[src/sv/bec_pkg.sv]
// bec_pkg: constants, result types and byte/code tables for the byte escape codec.
// No dependencies; imported by bec_map, bec_outq, byte_escape_codec and tb.
`timescale 1ns / 1ps

package bec_pkg;

    localparam int Q_DEPTH = 4;

    localparam logic [7:0] ESC_LEAD = 8'd254;
    localparam logic [7:0] ZERO_SUB = 8'd255;

    localparam logic MODE_ENCODE = 1'b0;
    localparam logic MODE_DECODE = 1'b1;

    typedef struct packed {
        logic [7:0] data;
        logic       has;
        logic       last;
    } t_result;

    typedef struct packed {
        logic    v0;
        logic    v1;
        t_result r0;
        t_result r1;
    } t_push;

    function automatic logic [2:0] code_of(input logic [7:0] b);
        logic [2:0] c;
        case (b)
            8'd10:   c = 3'd1;
            8'd13:   c = 3'd2;
            8'd34:   c = 3'd3;
            8'd39:   c = 3'd4;
            8'd92:   c = 3'd5;
            8'd254:  c = 3'd6;
            8'd255:  c = 3'd7;
            default: c = 3'd0;
        endcase
        return c;
    endfunction

    function automatic logic [7:0] special_of(input logic [2:0] c);
        logic [7:0] b;
        case (c)
            3'd1:    b = 8'd10;
            3'd2:    b = 8'd13;
            3'd3:    b = 8'd34;
            3'd4:    b = 8'd39;
            3'd5:    b = 8'd92;
            3'd6:    b = 8'd254;
            3'd7:    b = 8'd255;
            default: b = 8'd0;
        endcase
        return b;
    endfunction

endpackage

[src/sv/bec_map.sv]
// bec_map: mode register, decode state bits and the per-byte mapping to up to two results.
// Depends on bec_pkg.
`timescale 1ns / 1ps

module bec_map (
    input  logic           i_clk,
    input  logic           i_rst_n,
    input  logic           i_cfg_we,
    input  logic           i_cfg_mode,
    input  logic           i_accept,
    input  logic [7:0]     i_in_byte,
    input  logic           i_in_last,
    output bec_pkg::t_push o_push
);
    import bec_pkg::*;

    logic  r_mode;
    logic  r_esc, n_esc;
    logic  r_end, n_end;
    t_push push;
    logic [2:0] code;

    assign code = code_of(i_in_byte);

    always_comb begin
        push  = '0;
        n_esc = r_esc;
        n_end = r_end;
        if (r_mode == MODE_ENCODE) begin
            push.v0 = 1'b1;
            if (i_in_byte == 8'd0) begin
                push.r0 = '{data: ZERO_SUB, has: 1'b1, last: i_in_last};
            end else if (code != 3'd0) begin
                push.v1 = 1'b1;
                push.r0 = '{data: ESC_LEAD, has: 1'b1, last: 1'b0};
                push.r1 = '{data: {5'd0, code}, has: 1'b1, last: i_in_last};
            end else begin
                push.r0 = '{data: i_in_byte, has: 1'b1, last: i_in_last};
            end
        end else begin
            if (r_end) begin
                push.v0 = i_in_last;
                push.r0 = '{data: 8'd0, has: 1'b0, last: 1'b1};
            end else if (r_esc) begin
                n_esc   = 1'b0;
                push.v0 = 1'b1;
                if (i_in_byte inside {[8'd1:8'd7]}) begin
                    push.r0 = '{data: special_of(i_in_byte[2:0]), has: 1'b1, last: i_in_last};
                end else begin
                    push.r0 = '{data: ESC_LEAD, has: 1'b1, last: i_in_last};
                end
            end else if (i_in_byte == 8'd0) begin
                push.v0 = i_in_last;
                push.r0 = '{data: 8'd0, has: 1'b0, last: 1'b1};
                n_end   = 1'b1;
            end else if (i_in_byte == ZERO_SUB) begin
                push.v0 = 1'b1;
                push.r0 = '{data: 8'd0, has: 1'b1, last: i_in_last};
            end else if (i_in_byte == ESC_LEAD) begin
                push.v0 = i_in_last;
                push.r0 = '{data: 8'd0, has: 1'b0, last: 1'b1};
                n_esc   = 1'b1;
            end else begin
                push.v0 = 1'b1;
                push.r0 = '{data: i_in_byte, has: 1'b1, last: i_in_last};
            end
            if (i_in_last) begin
                n_esc = 1'b0;
                n_end = 1'b0;
            end
        end
        if (!i_accept) begin
            push  = '0;
            n_esc = r_esc;
            n_end = r_end;
        end
    end

    always_ff @(posedge i_clk) begin
        if (!i_rst_n) begin
            r_mode <= MODE_ENCODE;
            r_esc  <= 1'b0;
            r_end  <= 1'b0;
        end else if (i_cfg_we) begin
            r_mode <= i_cfg_mode;
            r_esc  <= 1'b0;
            r_end  <= 1'b0;
        end else begin
            r_esc  <= n_esc;
            r_end  <= n_end;
        end
    end

    assign o_push = push;

    a_v1_needs_v0: assert property (@(posedge i_clk) disable iff (!i_rst_n)
        o_push.v1 |-> o_push.v0)
        else $error("second result pushed without first");
    a_v1_encode_only: assert property (@(posedge i_clk) disable iff (!i_rst_n)
        o_push.v1 |-> (r_mode == MODE_ENCODE && !o_push.r0.last))
        else $error("two results outside encode or first marked last");
    a_state_encode_hold: assert property (@(posedge i_clk) disable iff (!i_rst_n)
        (r_mode == MODE_ENCODE && !i_cfg_we) |=> ($stable(r_esc) && $stable(r_end)))
        else $error("decode state changed in encode mode");

endmodule

[src/sv/bec_outq.sv]
// bec_outq: small result queue that takes up to two results a cycle and hands out one.
// Depends on bec_pkg.
`timescale 1ns / 1ps

module bec_outq #(
    parameter int QDEPTH = bec_pkg::Q_DEPTH
) (
    input  logic             i_clk,
    input  logic             i_rst_n,
    input  bec_pkg::t_push   i_push,
    input  logic             i_pop,
    output logic             o_room,
    output logic             o_valid,
    output bec_pkg::t_result o_head
);
    import bec_pkg::*;

    localparam int PTR_W = (QDEPTH > 1) ? $clog2(QDEPTH) : 1;
    localparam int SUM_W = PTR_W + 1;
    localparam int CNT_W = $clog2(QDEPTH + 1);
    localparam logic [CNT_W-1:0] ROOM_MAX = CNT_W'(QDEPTH - 2);
    localparam logic [SUM_W-1:0] DEPTH_S  = SUM_W'(QDEPTH);

    t_result r_mem [QDEPTH];
    logic [PTR_W-1:0] r_wr, n_wr;
    logic [PTR_W-1:0] r_rd, n_rd;
    logic [PTR_W-1:0] wr_alt;
    logic [CNT_W-1:0] r_count, n_count;
    logic [CNT_W-1:0] push_n;
    logic             pop;

    // advance a pointer by 0..2 and wrap at the queue depth
    function automatic logic [PTR_W-1:0] ptr_add(input logic [PTR_W-1:0] p,
                                                 input logic [1:0] k);
        logic [SUM_W-1:0] s;
        s = SUM_W'(p) + SUM_W'(k);
        if (s >= DEPTH_S) begin
            s = s - DEPTH_S;
        end
        return s[PTR_W-1:0];
    endfunction

    assign pop    = i_pop && (r_count != '0);
    assign push_n = CNT_W'(i_push.v0) + CNT_W'(i_push.v1);
    assign wr_alt = ptr_add(r_wr, 2'd1);

    always_comb begin
        n_wr    = ptr_add(r_wr, 2'(push_n));
        n_rd    = ptr_add(r_rd, {1'b0, pop});
        n_count = r_count + push_n - CNT_W'(pop);
    end

    always_ff @(posedge i_clk) begin
        if (!i_rst_n) begin
            r_wr    <= '0;
            r_rd    <= '0;
            r_count <= '0;
        end else begin
            r_wr    <= n_wr;
            r_rd    <= n_rd;
            r_count <= n_count;
        end
    end

    always_ff @(posedge i_clk) begin
        if (i_push.v0) begin
            r_mem[r_wr] <= i_push.r0;
        end
        if (i_push.v1) begin
            r_mem[wr_alt] <= i_push.r1;
        end
    end

    assign o_room  = (r_count <= ROOM_MAX);
    assign o_valid = (r_count != '0);
    assign o_head  = r_mem[r_rd];

    a_count_bound: assert property (@(posedge i_clk) disable iff (!i_rst_n)
        r_count <= CNT_W'(QDEPTH))
        else $error("queue count above depth");
    a_push_room: assert property (@(posedge i_clk) disable iff (!i_rst_n)
        i_push.v0 |-> o_room)
        else $error("push without room");
    a_pop_only: assert property (@(posedge i_clk) disable iff (!i_rst_n)
        (pop && !i_push.v0) |=> (r_count == $past(r_count) - CNT_W'(1)))
        else $error("count did not drop on transfer out");

endmodule

[src/sv/byte_escape_codec.sv]
// byte_escape_codec: top level of the byte-stuffing escape codec.
// Depends on bec_pkg, bec_map and bec_outq.
`timescale 1ns / 1ps
//
// Input channel: i_valid / o_stall carry i_in_byte and i_in_last; a transfer
// happens on a rising edge with i_valid high and o_stall low. Output channel:
// o_valid / i_stall carry o_out_byte, o_has_byte and o_out_last.
// i_cfg_we writes i_cfg_mode (0 encode, 1 decode) and starts a fresh message;
// write it only while the block is idle.
// Each input byte is mapped in the cycle it is taken and its one or two
// results are written into a QDEPTH-entry result queue at the input
// transfer. One byte is taken every cycle while the queue holds at most
// QDEPTH-2 results, so bytes that expand to two results, which need two
// output transfers each, set the sustained rate.
// Decode bytes that give no result leave the queue untouched.
// When the receiver stalls, the head result holds and the queue fills;
// o_stall rises once fewer than two entries are free.
// Reset (i_rst_n low, synchronous) empties the queue, selects encode and
// clears the decode state.
//

module byte_escape_codec #(
    parameter int QDEPTH = bec_pkg::Q_DEPTH
) (
    input  logic       i_clk,
    input  logic       i_rst_n,
    input  logic       i_cfg_we,
    input  logic       i_cfg_mode,
    input  logic       i_valid,
    output logic       o_stall,
    input  logic [7:0] i_in_byte,
    input  logic       i_in_last,
    output logic       o_valid,
    input  logic       i_stall,
    output logic [7:0] o_out_byte,
    output logic       o_has_byte,
    output logic       o_out_last
);
    import bec_pkg::*;

    t_push   push;
    t_result head;
    logic    room;
    logic    accept;

    assign o_stall = !room;
    assign accept  = i_valid && room;

    bec_map u_map (
        .i_clk      (i_clk),
        .i_rst_n    (i_rst_n),
        .i_cfg_we   (i_cfg_we),
        .i_cfg_mode (i_cfg_mode),
        .i_accept   (accept),
        .i_in_byte  (i_in_byte),
        .i_in_last  (i_in_last),
        .o_push     (push)
    );

    bec_outq #(
        .QDEPTH (QDEPTH)
    ) u_outq (
        .i_clk   (i_clk),
        .i_rst_n (i_rst_n),
        .i_push  (push),
        .i_pop   (!i_stall),
        .o_room  (room),
        .o_valid (o_valid),
        .o_head  (head)
    );

    assign o_out_byte = head.data;
    assign o_has_byte = head.has;
    assign o_out_last = head.last;

endmodule

[config.mk]
export PLATFORM = sky130hd
export DESIGN_NAME = byte_escape_codec
export DESIGN_NICKNAME = d
export VERILOG_FILES = /design/src/sv/bec_pkg.sv /design/src/sv/bec_map.sv /design/src/sv/bec_outq.sv /design/src/sv/byte_escape_codec.sv
export SDC_FILE = /design/constraint.sdc
export NUM_CORES = 1
export LEC_CHECK = 0
export ABC_AREA = 1
export BUFFER_PORTS_ARGS = -buffer_cell sky130_fd_sc_hd__buf_4
export CAP_MARGIN = 20
export CORE_ASPECT_RATIO = 1.25
export CORE_UTILIZATION = 40
export DETAILED_ROUTE_END_ITERATION = 12
export GPL_TIMING_DRIVEN = 0
export HOLD_SLACK_MARGIN = 0.12
export PLACE_DENSITY = 0.59
export SYNTH_ARGS = -nofsm -noshare
export SYNTH_HDL_FRONTEND = slang
export SYNTH_SLANG_ARGS = --single-unit
export TNS_END_PERCENT = 20
[constraint.sdc]
create_clock -name i_clk -period 3.9 [get_ports i_clk]
set_clock_uncertainty 0.05 [all_clocks]
set_input_delay 0.195 -clock i_clk [delete_from_list [all_inputs] [get_ports i_clk]]
set_output_delay 0.195 -clock i_clk [all_outputs]
set_load 0.05 [all_outputs]
==> results.py, run 1 <==
metrics = {
    "floorplanning": {
        "die_width_um": 83.45,
        "ios": 27,
        "initial_core_util": 0.4184,
        "rows": 36,
        "core_um2": 7928,
        "die_h_um": 103.8,
        "dieArea_um2": 8663,
    },
    "route": {
        "drt_iter0_drc": 182,
        "drt-pass1-iter-count": 5,
        "met2_length_mm": 4.420,
        "ant_nets": 0,
        "drc_errors": 0,
        "wl_met1_mm": 3.720,
        "wl_per_cell_um": 15.08,
        "vias": 2997,
        "via_per_inst": 5.286,
        "routed.top_layer": "met4",
        "drt_wl_total_mm": 8.553,
        "dr_wl_met3_um": 314,
    },
    "min_path": {
        "worstHoldStart": "i_in_last",
        "hold_depth": 3,
        "hold_class": "in2reg",
        "hold_end": "u_outq.r_mem[1][0]",
    },
    "layout": {
        "synthToLayoutAreaGrowth_pct": 13.43,
        "nFillCells": 834,
        "drive_gt1_frac": 0.2034,
        "multiInputGateArea_um2": 1888,
        "nets": 493,
        "n_antenna_cell": 0,
        "seq_area_um2": 1201,
        "final_cells": 567,
    },
    "clocking": {
        "cts_resized": 0,
        "cts_root_buf": "clkbuf_8",
        "cts_buffers": 5,
        "cts_sinks": 50,
        "clk-insertion-delay-late_ns": 0.30,
        "cts.clk_slew.worst_paths_ns": 0.10,
        "clk_path_buf_depth": 2,
        "htreeDepth": 2,
        "tritoncts": "yes",
        "post_cts_buffers": 0,
    },
    "yosys": {
        "synth_top_family_by_area": "simple AND/OR/NAND/NOR gates",
        "synth_top_area_share": 0.1811,
        "synthCells": 437,
        "ys.warnings.count": 0,
        "ys_ff_latch": 50,
        "seq_area_frac_synth": 0.3621,
        "synth.distinct_cells": 38,
        "synth-simple-area-share": 0.4081,
        "synthAdderAreaFrac": 0.02867,
        "netlist_top_cells_area": "dfxtp_1 18%, edfxtp_1 18%, nand2_1 12%",
        "syn_area_um2": 3317,
        "synth_nets": 459,
        "yosysTopAreaCell": "dfxtp_1",
        "synthMuxAreaShare": 0,
        "synth-compound-area-share": 0.1218,
        "synth_xor_area_frac": 0.01056,
        "syn_area_per_cell_um2": 7.590,
    },
    "global_routing": {
        "grt_pass1_vias": 2904,
        "grt_pass1_wl_mm": 13.97,
        "grt_start_max_net_pins": 16,
        "grt.overflow.total": 0,
        "grt_antenna_before_repair": 0,
        "gr-usage-all-layers": 0.2034,
    },
    "setup_path": {
        "crit_required_ns": 4.05,
        "critPathMaxFanout": 9,
        "r2r_start": "u_map.r_esc",
        "cp.arrival_ns": 2.84,
        "crit_type": "reg2reg",
        "r2r_slack_ns": 1.21,
        "end_kind": "register",
        "worstReg2RegEnd": "u_outq.r_count[2]",
        "startpoint_type": "register",
        "ff2ff_path_depth": 13,
    },
    "sta": {
        "relSlewSlack": 0.6371,
        "grt_setup_unrepaired": "no",
        "fmax_mhz": 371.5,
        "min_period_over_period": 0.6902,
        "worstMarginPinSlew_ns": 0.5443,
        "setup_tns_ns": 0,
        "min_period_ns": 2.692,
        "finalSetupViolations": 0,
        "hold_viol_final": 0,
        "slew_viol_final": 0,
    },
    "place": {
        "place_inst": 556,
        "gp_congestion": 0.8618,
        "port_buffers": 24,
        "dp_hpwl_mm": 6.655,
    },
    "status": {
        "status": "complete, no violations",
    },
    "flow_run": {
        "cap_violations": 0,
    },
    "pwr": {
        "leakage_uw": 0.001782,
        "powerDensity_nw_per_um2": 615.4,
        "ir_drop_uv": 297.3,
    },
}
==> area by class of cell <==
type                       count  share of cell area
multi-input combinational    334              0.5018
sequential                    50              0.3193
timing repair buffer          27             0.05587
inverter                      43             0.04423
tap                           95             0.03159
clock buffer                   7             0.02295
buffer                        10             0.01630
clock inverter                 1            0.007981
==> critical path, stage by stage (launching register included) <==
cell,delay [ns]
dfxtp_1,0.46
inv_1,0.22
nand3_2,0.16
nand3_2,0.10
nand2_4,0.10
nand2_8,0.10
nand2_8,0.12
ha_1,0.20
inv_1,0.06
ha_1,0.30
fa_1,0.44
xor2_1,0.17
inv_1,0.06
nor2_1,0.03
==> cells in the mapped netlist <==
master      n
xnor2_1     2
nand2_4     8
clkinv_2    4
inv_1      33
a211oi_1    1
clkbuf_1    5
fa_1        1
inv_2       5
ha_1        6
o21bai_1    1
nor2_8      1
nor2_4      3
o21ai_1     5
buf_2       1
buf_4       2
clkinv_1    1
nand4_4     4
nand2_8     3
a21oi_4     5
nand2_2    14
a21oi_1     8
nand3_2     5
o21ai_0    31
o211ai_1    1
o21ai_2     1
dfxtp_1    30
nand4_1     3
nor3_4      1
nor2_2      5
a21oi_2     1
xor2_1      2
nor3_1      1
buf_6       2
nor2_1     54
nand2_1   106
nand3_1    51
o22ai_1    10
edfxtp_1   20
==> timing repair <==
action | CTS | global route
endpoints found under the setup margin | 0 | 0
hold endpoints to repair | 4 | 0
hold buffers | 3 | 0
==> how the worst max path moves through the flow <==
stage | from | to | slack, ns | cells past startpoint
floorplan | i_in_byte[0] | u_outq.r_count[2] | 1.48 | 16
global placement | i_in_byte[4] | u_outq.r_count[2] | 1.22 | 16
detailed placement | i_in_byte[4] | u_outq.r_count[2] | 1.19 | 16
CTS | u_map.r_esc | u_outq.r_count[2] | 1.21 | 13
global route | u_outq.r_count[0] | u_outq.r_count[2] | 1.03 | 13
finish | u_map.r_esc | u_outq.r_count[2] | 1.21 | 13
==> report_power, final <==
group          internal [uW]  switching [uW]
sequential               695            72.4
combinational            349             815
clock                    209             173
==> cell families (layout without fill, tap and decap cells) <==
logic type | count (synthesis) | in the layout
buffers and inverters | 53 | 88
AND/OR/NAND/NOR | 259 | 259
XOR/XNOR | 4 | 4
flip-flops | 50 | 50
adder cells (fa/ha/maj) | 7 | 7
AO/OA/AOI/OAI | 64 | 64
==> sequential cells by signal, indices dropped and copies added, names as in the netlist <==
name and flops:
u_map.r_end 1, u_map.r_esc 1, u_map.r_mode 1, u_outq.r_count 3
u_outq.r_mem 40, u_outq.r_rd 2, u_outq.r_wr 2
==> routing by layer <==
layer / vias to the layer above / track usage
li1: 1510 / -
met1: 1410 / 0.2450
met2: 70 / 0.3741
met3: 7 / 0.02550
met4: 0 / 0.06053
met5: - / 0
==> stage by stage <==
stage | total power [uW] | area [um^2] | utilization | hold WS, ns | setup WS (ns)
global placement | 1921 | 3616 | 0.4561 | 0.3647 | 1.225
floorplan | 1626 | 3317 | - | 0.2385 | 1.481
finish | 2315 | 3762 | 0.4746 | 0.1498 | 1.208
global route | 2466 | 3762 | 0.4746 | 0.1618 | 1.035
CTS | 2330 | 3762 | 0.4746 | 0.1450 | 1.211
detailed placement | 1946 | 3616 | 0.4561 | 0.3780 | 1.186
==> cell usage in the layout, fill, tap and decap left out, types with 10 or more instances in the layout <==
| master | netlist | routed |
|---|---|---|
| buf_4 | 2 | 26 |
| dfxtp_1 | 30 | 30 |
| edfxtp_1 | 20 | 20 |
| inv_1 | 33 | 33 |
| nand2_1 | 106 | 106 |
| nand2_2 | 14 | 14 |
| nand3_1 | 51 | 51 |
| nor2_1 | 54 | 54 |
| o21ai_0 | 31 | 31 |
| o22ai_1 | 10 | 10 |
(Power assumes the default switching activity.)
==> inputs of run 2 (changes only) <==
- clock period: 3.9 -> 2.5 ns (I/O delays scaled with it)
==> run 2 against run 1 <==
Net effect: combinational power increased by 62%; critical path type unchanged; flip-flop and latch count unchanged; non-clock buffer count increased by 6; die area unchanged; clock power is 57% higher.
==> results.py, run 2 (same netlist as run 1, synthesis figures left out) <==
metrics = {
    "pwr": {
        "pwr-share-comb": 0.510,
        "powerDensity_nw_per_um2": 953.1,
        "switching_share": 0.4561,
        "p_switching_uw": 1685,
        "pwr-share-seq": 0.327,
        "clockPowerShare": 0.163,
        "p_int_uw": 2008,
        "ir_drop_uv": 463.8,
        "power_uw": 3693,
        "leakage_uw": 0.001821,
    },
    "sta": {
        "finalSetupViolations": 0,
        "relSlewSlack": 0.6346,
        "worstMarginPinSlew_ns": 0.5481,
        "setup_tns_ns": 0,
        "hold_viol_final": 0,
        "grt_setup_unrepaired": "no",
        "fin_ws_ns": 0.1809,
        "min_period_ns": 2.319,
        "min_period_over_period": 0.9276,
        "slew_viol_final": 0,
        "fmax_mhz": 431.2,
    },
    "setup_path": {
        "ff2ff_path_depth": 12,
        "crit_type": "reg2reg",
        "cp.arrival_ns": 2.47,
        "r2r_slack_ns": 0.18,
        "end_kind": "register",
        "worstReg2RegEnd": "u_outq.r_count[2]",
        "r2r_start": "u_outq.r_count[0]",
        "crit_required_ns": 2.65,
        "critPathMaxFanout": 5,
        "startpoint_type": "register",
    },
    "clocking": {
        "clk-insertion-delay-late_ns": 0.30,
        "htreeDepth": 2,
        "cts_root_buf": "clkbuf_8",
        "clk_path_buf_depth": 2,
        "tritoncts": "yes",
        "cts_buffers": 5,
        "cts.clk_slew.worst_paths_ns": 0.09,
        "cts_sinks": 50,
    },
    "route": {
        "wl_per_cell_um": 15.09,
        "via_per_inst": 5.255,
        "drc_errors": 0,
        "drt_iter0_drc": 186,
        "drt-pass1-iter-count": 5,
        "drt_wl_total_mm": 8.645,
        "ant_nets": 0,
        "vias": 3011,
    },
    "layout": {
        "drive_gt1_frac": 0.2238,
        "nets": 499,
        "largest_register": "u_outq.r_mem",
        "n_antenna_cell": 0,
        "largest_reg_flops": 40,
        "layout_commonest_cell": "nand2_1",
        "nFillCells": 825,
        "reg_top3": "u_outq.r_mem (40), u_outq.r_count (3)",
        "layout_common_cells": "106 x nand2_1, 54 x nor2_1, 51 x nand3_1, 32 x inv_1, 31 x o21ai_0",
        "synthToLayoutAreaGrowth_pct": 16.82,
        "final_util": 0.4888,
    },
    "min_path": {
        "hold_class": "in2reg",
        "worstHoldStart": "i_in_byte[6]",
        "hold_end": "u_outq.r_mem[0][8]",
        "hold_depth": 5,
    },
    "floorplanning": {
        "ios": 27,
        "rows": 36,
        "dieArea_um2": 8663,
        "die_h_um": 103.8,
        "core_um2": 7928,
        "initial_core_util": 0.4184,
        "die_width_um": 83.45,
    },
    "global_routing": {
        "grt_start_max_net_pins": 16,
        "grt_pass1_wl_mm": 14.01,
        "grt_antenna_before_repair": 0,
        "grt.overflow.total": 0,
        "gr-usage-all-layers": 0.2041,
        "grt_pass1_vias": 2910,
    },
    "place": {
        "dp_hpwl_mm": 6.655,
        "port_buffers": 24,
        "gp_congestion": 0.8618,
        "dp_slack_ns": -0.1771,
    },
    "flow_run": {
        "cap_violations": 0,
    },
    "status": {
        "status": "complete, no violations",
    },
}
==> run 2: changes by cell type in the layout (fill, tap and decap cells not counted), moves of 2 or more <==
cell,change
buf_4,+2
ha_1,-2
dfxtp_2,+2
dfxtp_1,-3
dlygate4sd3_1,+2
==> run 2: power by group through the flow <==
stage               Sequential (uW)  Combinational, uW  Clock, uW
floorplan                      1180               1350          0
global placement               1200               1790          0
detailed placement             1220               1820          0
CTS                            1200               1860        607
global route                   1230               2060        640
finish                         1210               1880        601
==> run 2: worst max-delay path: stages, from the launching register on <==
cell and delay [ns]:
dfxtp_2 0.35, a21oi_4 0.17, nand2_4 0.10, nor2_1 0.18, inv_2 0.10, nand2_8 0.12
ha_2 0.20, inv_1 0.07, ha_4 0.22, fa_2 0.38, xor2_1 0.17, inv_1 0.06
nor2_1 0.03
==> run 2: worst max path at each step <==
stage	from	end	cells after the start
finish	u_outq.r_count[0]	u_outq.r_count[2]	12
global placement	u_map.r_esc	u_outq.r_count[2]	13
floorplan	u_outq.r_count[0]	u_outq.r_count[2]	13
CTS	u_outq.r_count[1]	u_outq.r_count[2]	13
detailed placement	u_map.r_esc	u_outq.r_count[2]	13
global route	u_map.r_esc	u_outq.r_count[2]	13
==> run 2: stage by stage <==
step	instances	hold slack [ns]	cell area, um^2
CTS	570	0.1726	3809
finish	573	0.1706	3875
global placement	556	0.2947	3616
floorplan	437	0.1685	3317
detailed placement	556	0.3080	3616
global route	573	0.2025	3875
==> run 2: what timing repair did <==
action,in CTS,in global routing
setup endpoints to repair,2,2
buffers inserted,1,3
hold buffers,5,0
gates resized for setup,7,11
endpoints found under the hold margin,13,0
pin swaps,2,2
==> run 2: cell type report <==
| class | instances | area, um^2 | area share |
|---|---|---|---|
| Sequential cell | 50 | 1207 | 0.3116 |
| Multi-Input combinational cell | 334 | 1918 | 0.4950 |
| Tap cell | 95 | 118.9 | 0.03067 |
| Clock buffer | 7 | 86.33 | 0.02228 |
| Clock inverter | 1 | 30.03 | 0.007749 |
| Inverter | 43 | 176.4 | 0.04553 |
| Timing Repair Buffer | 33 | 260.3 | 0.06716 |
| Buffer | 10 | 77.57 | 0.02002 |
==> run 2: per-layer routing <==
layer | vias to the layer above | global-route usage | wire, um
met1 | 1412 | 0.2465 | 3748
met4 | 0 | 0.06053 | 104
met2 | 67 | 0.3747 | 4485
met3 | 7 | 0.02550 | 308
li1 | 1525 | - | -
met5 | - | 0 | 0
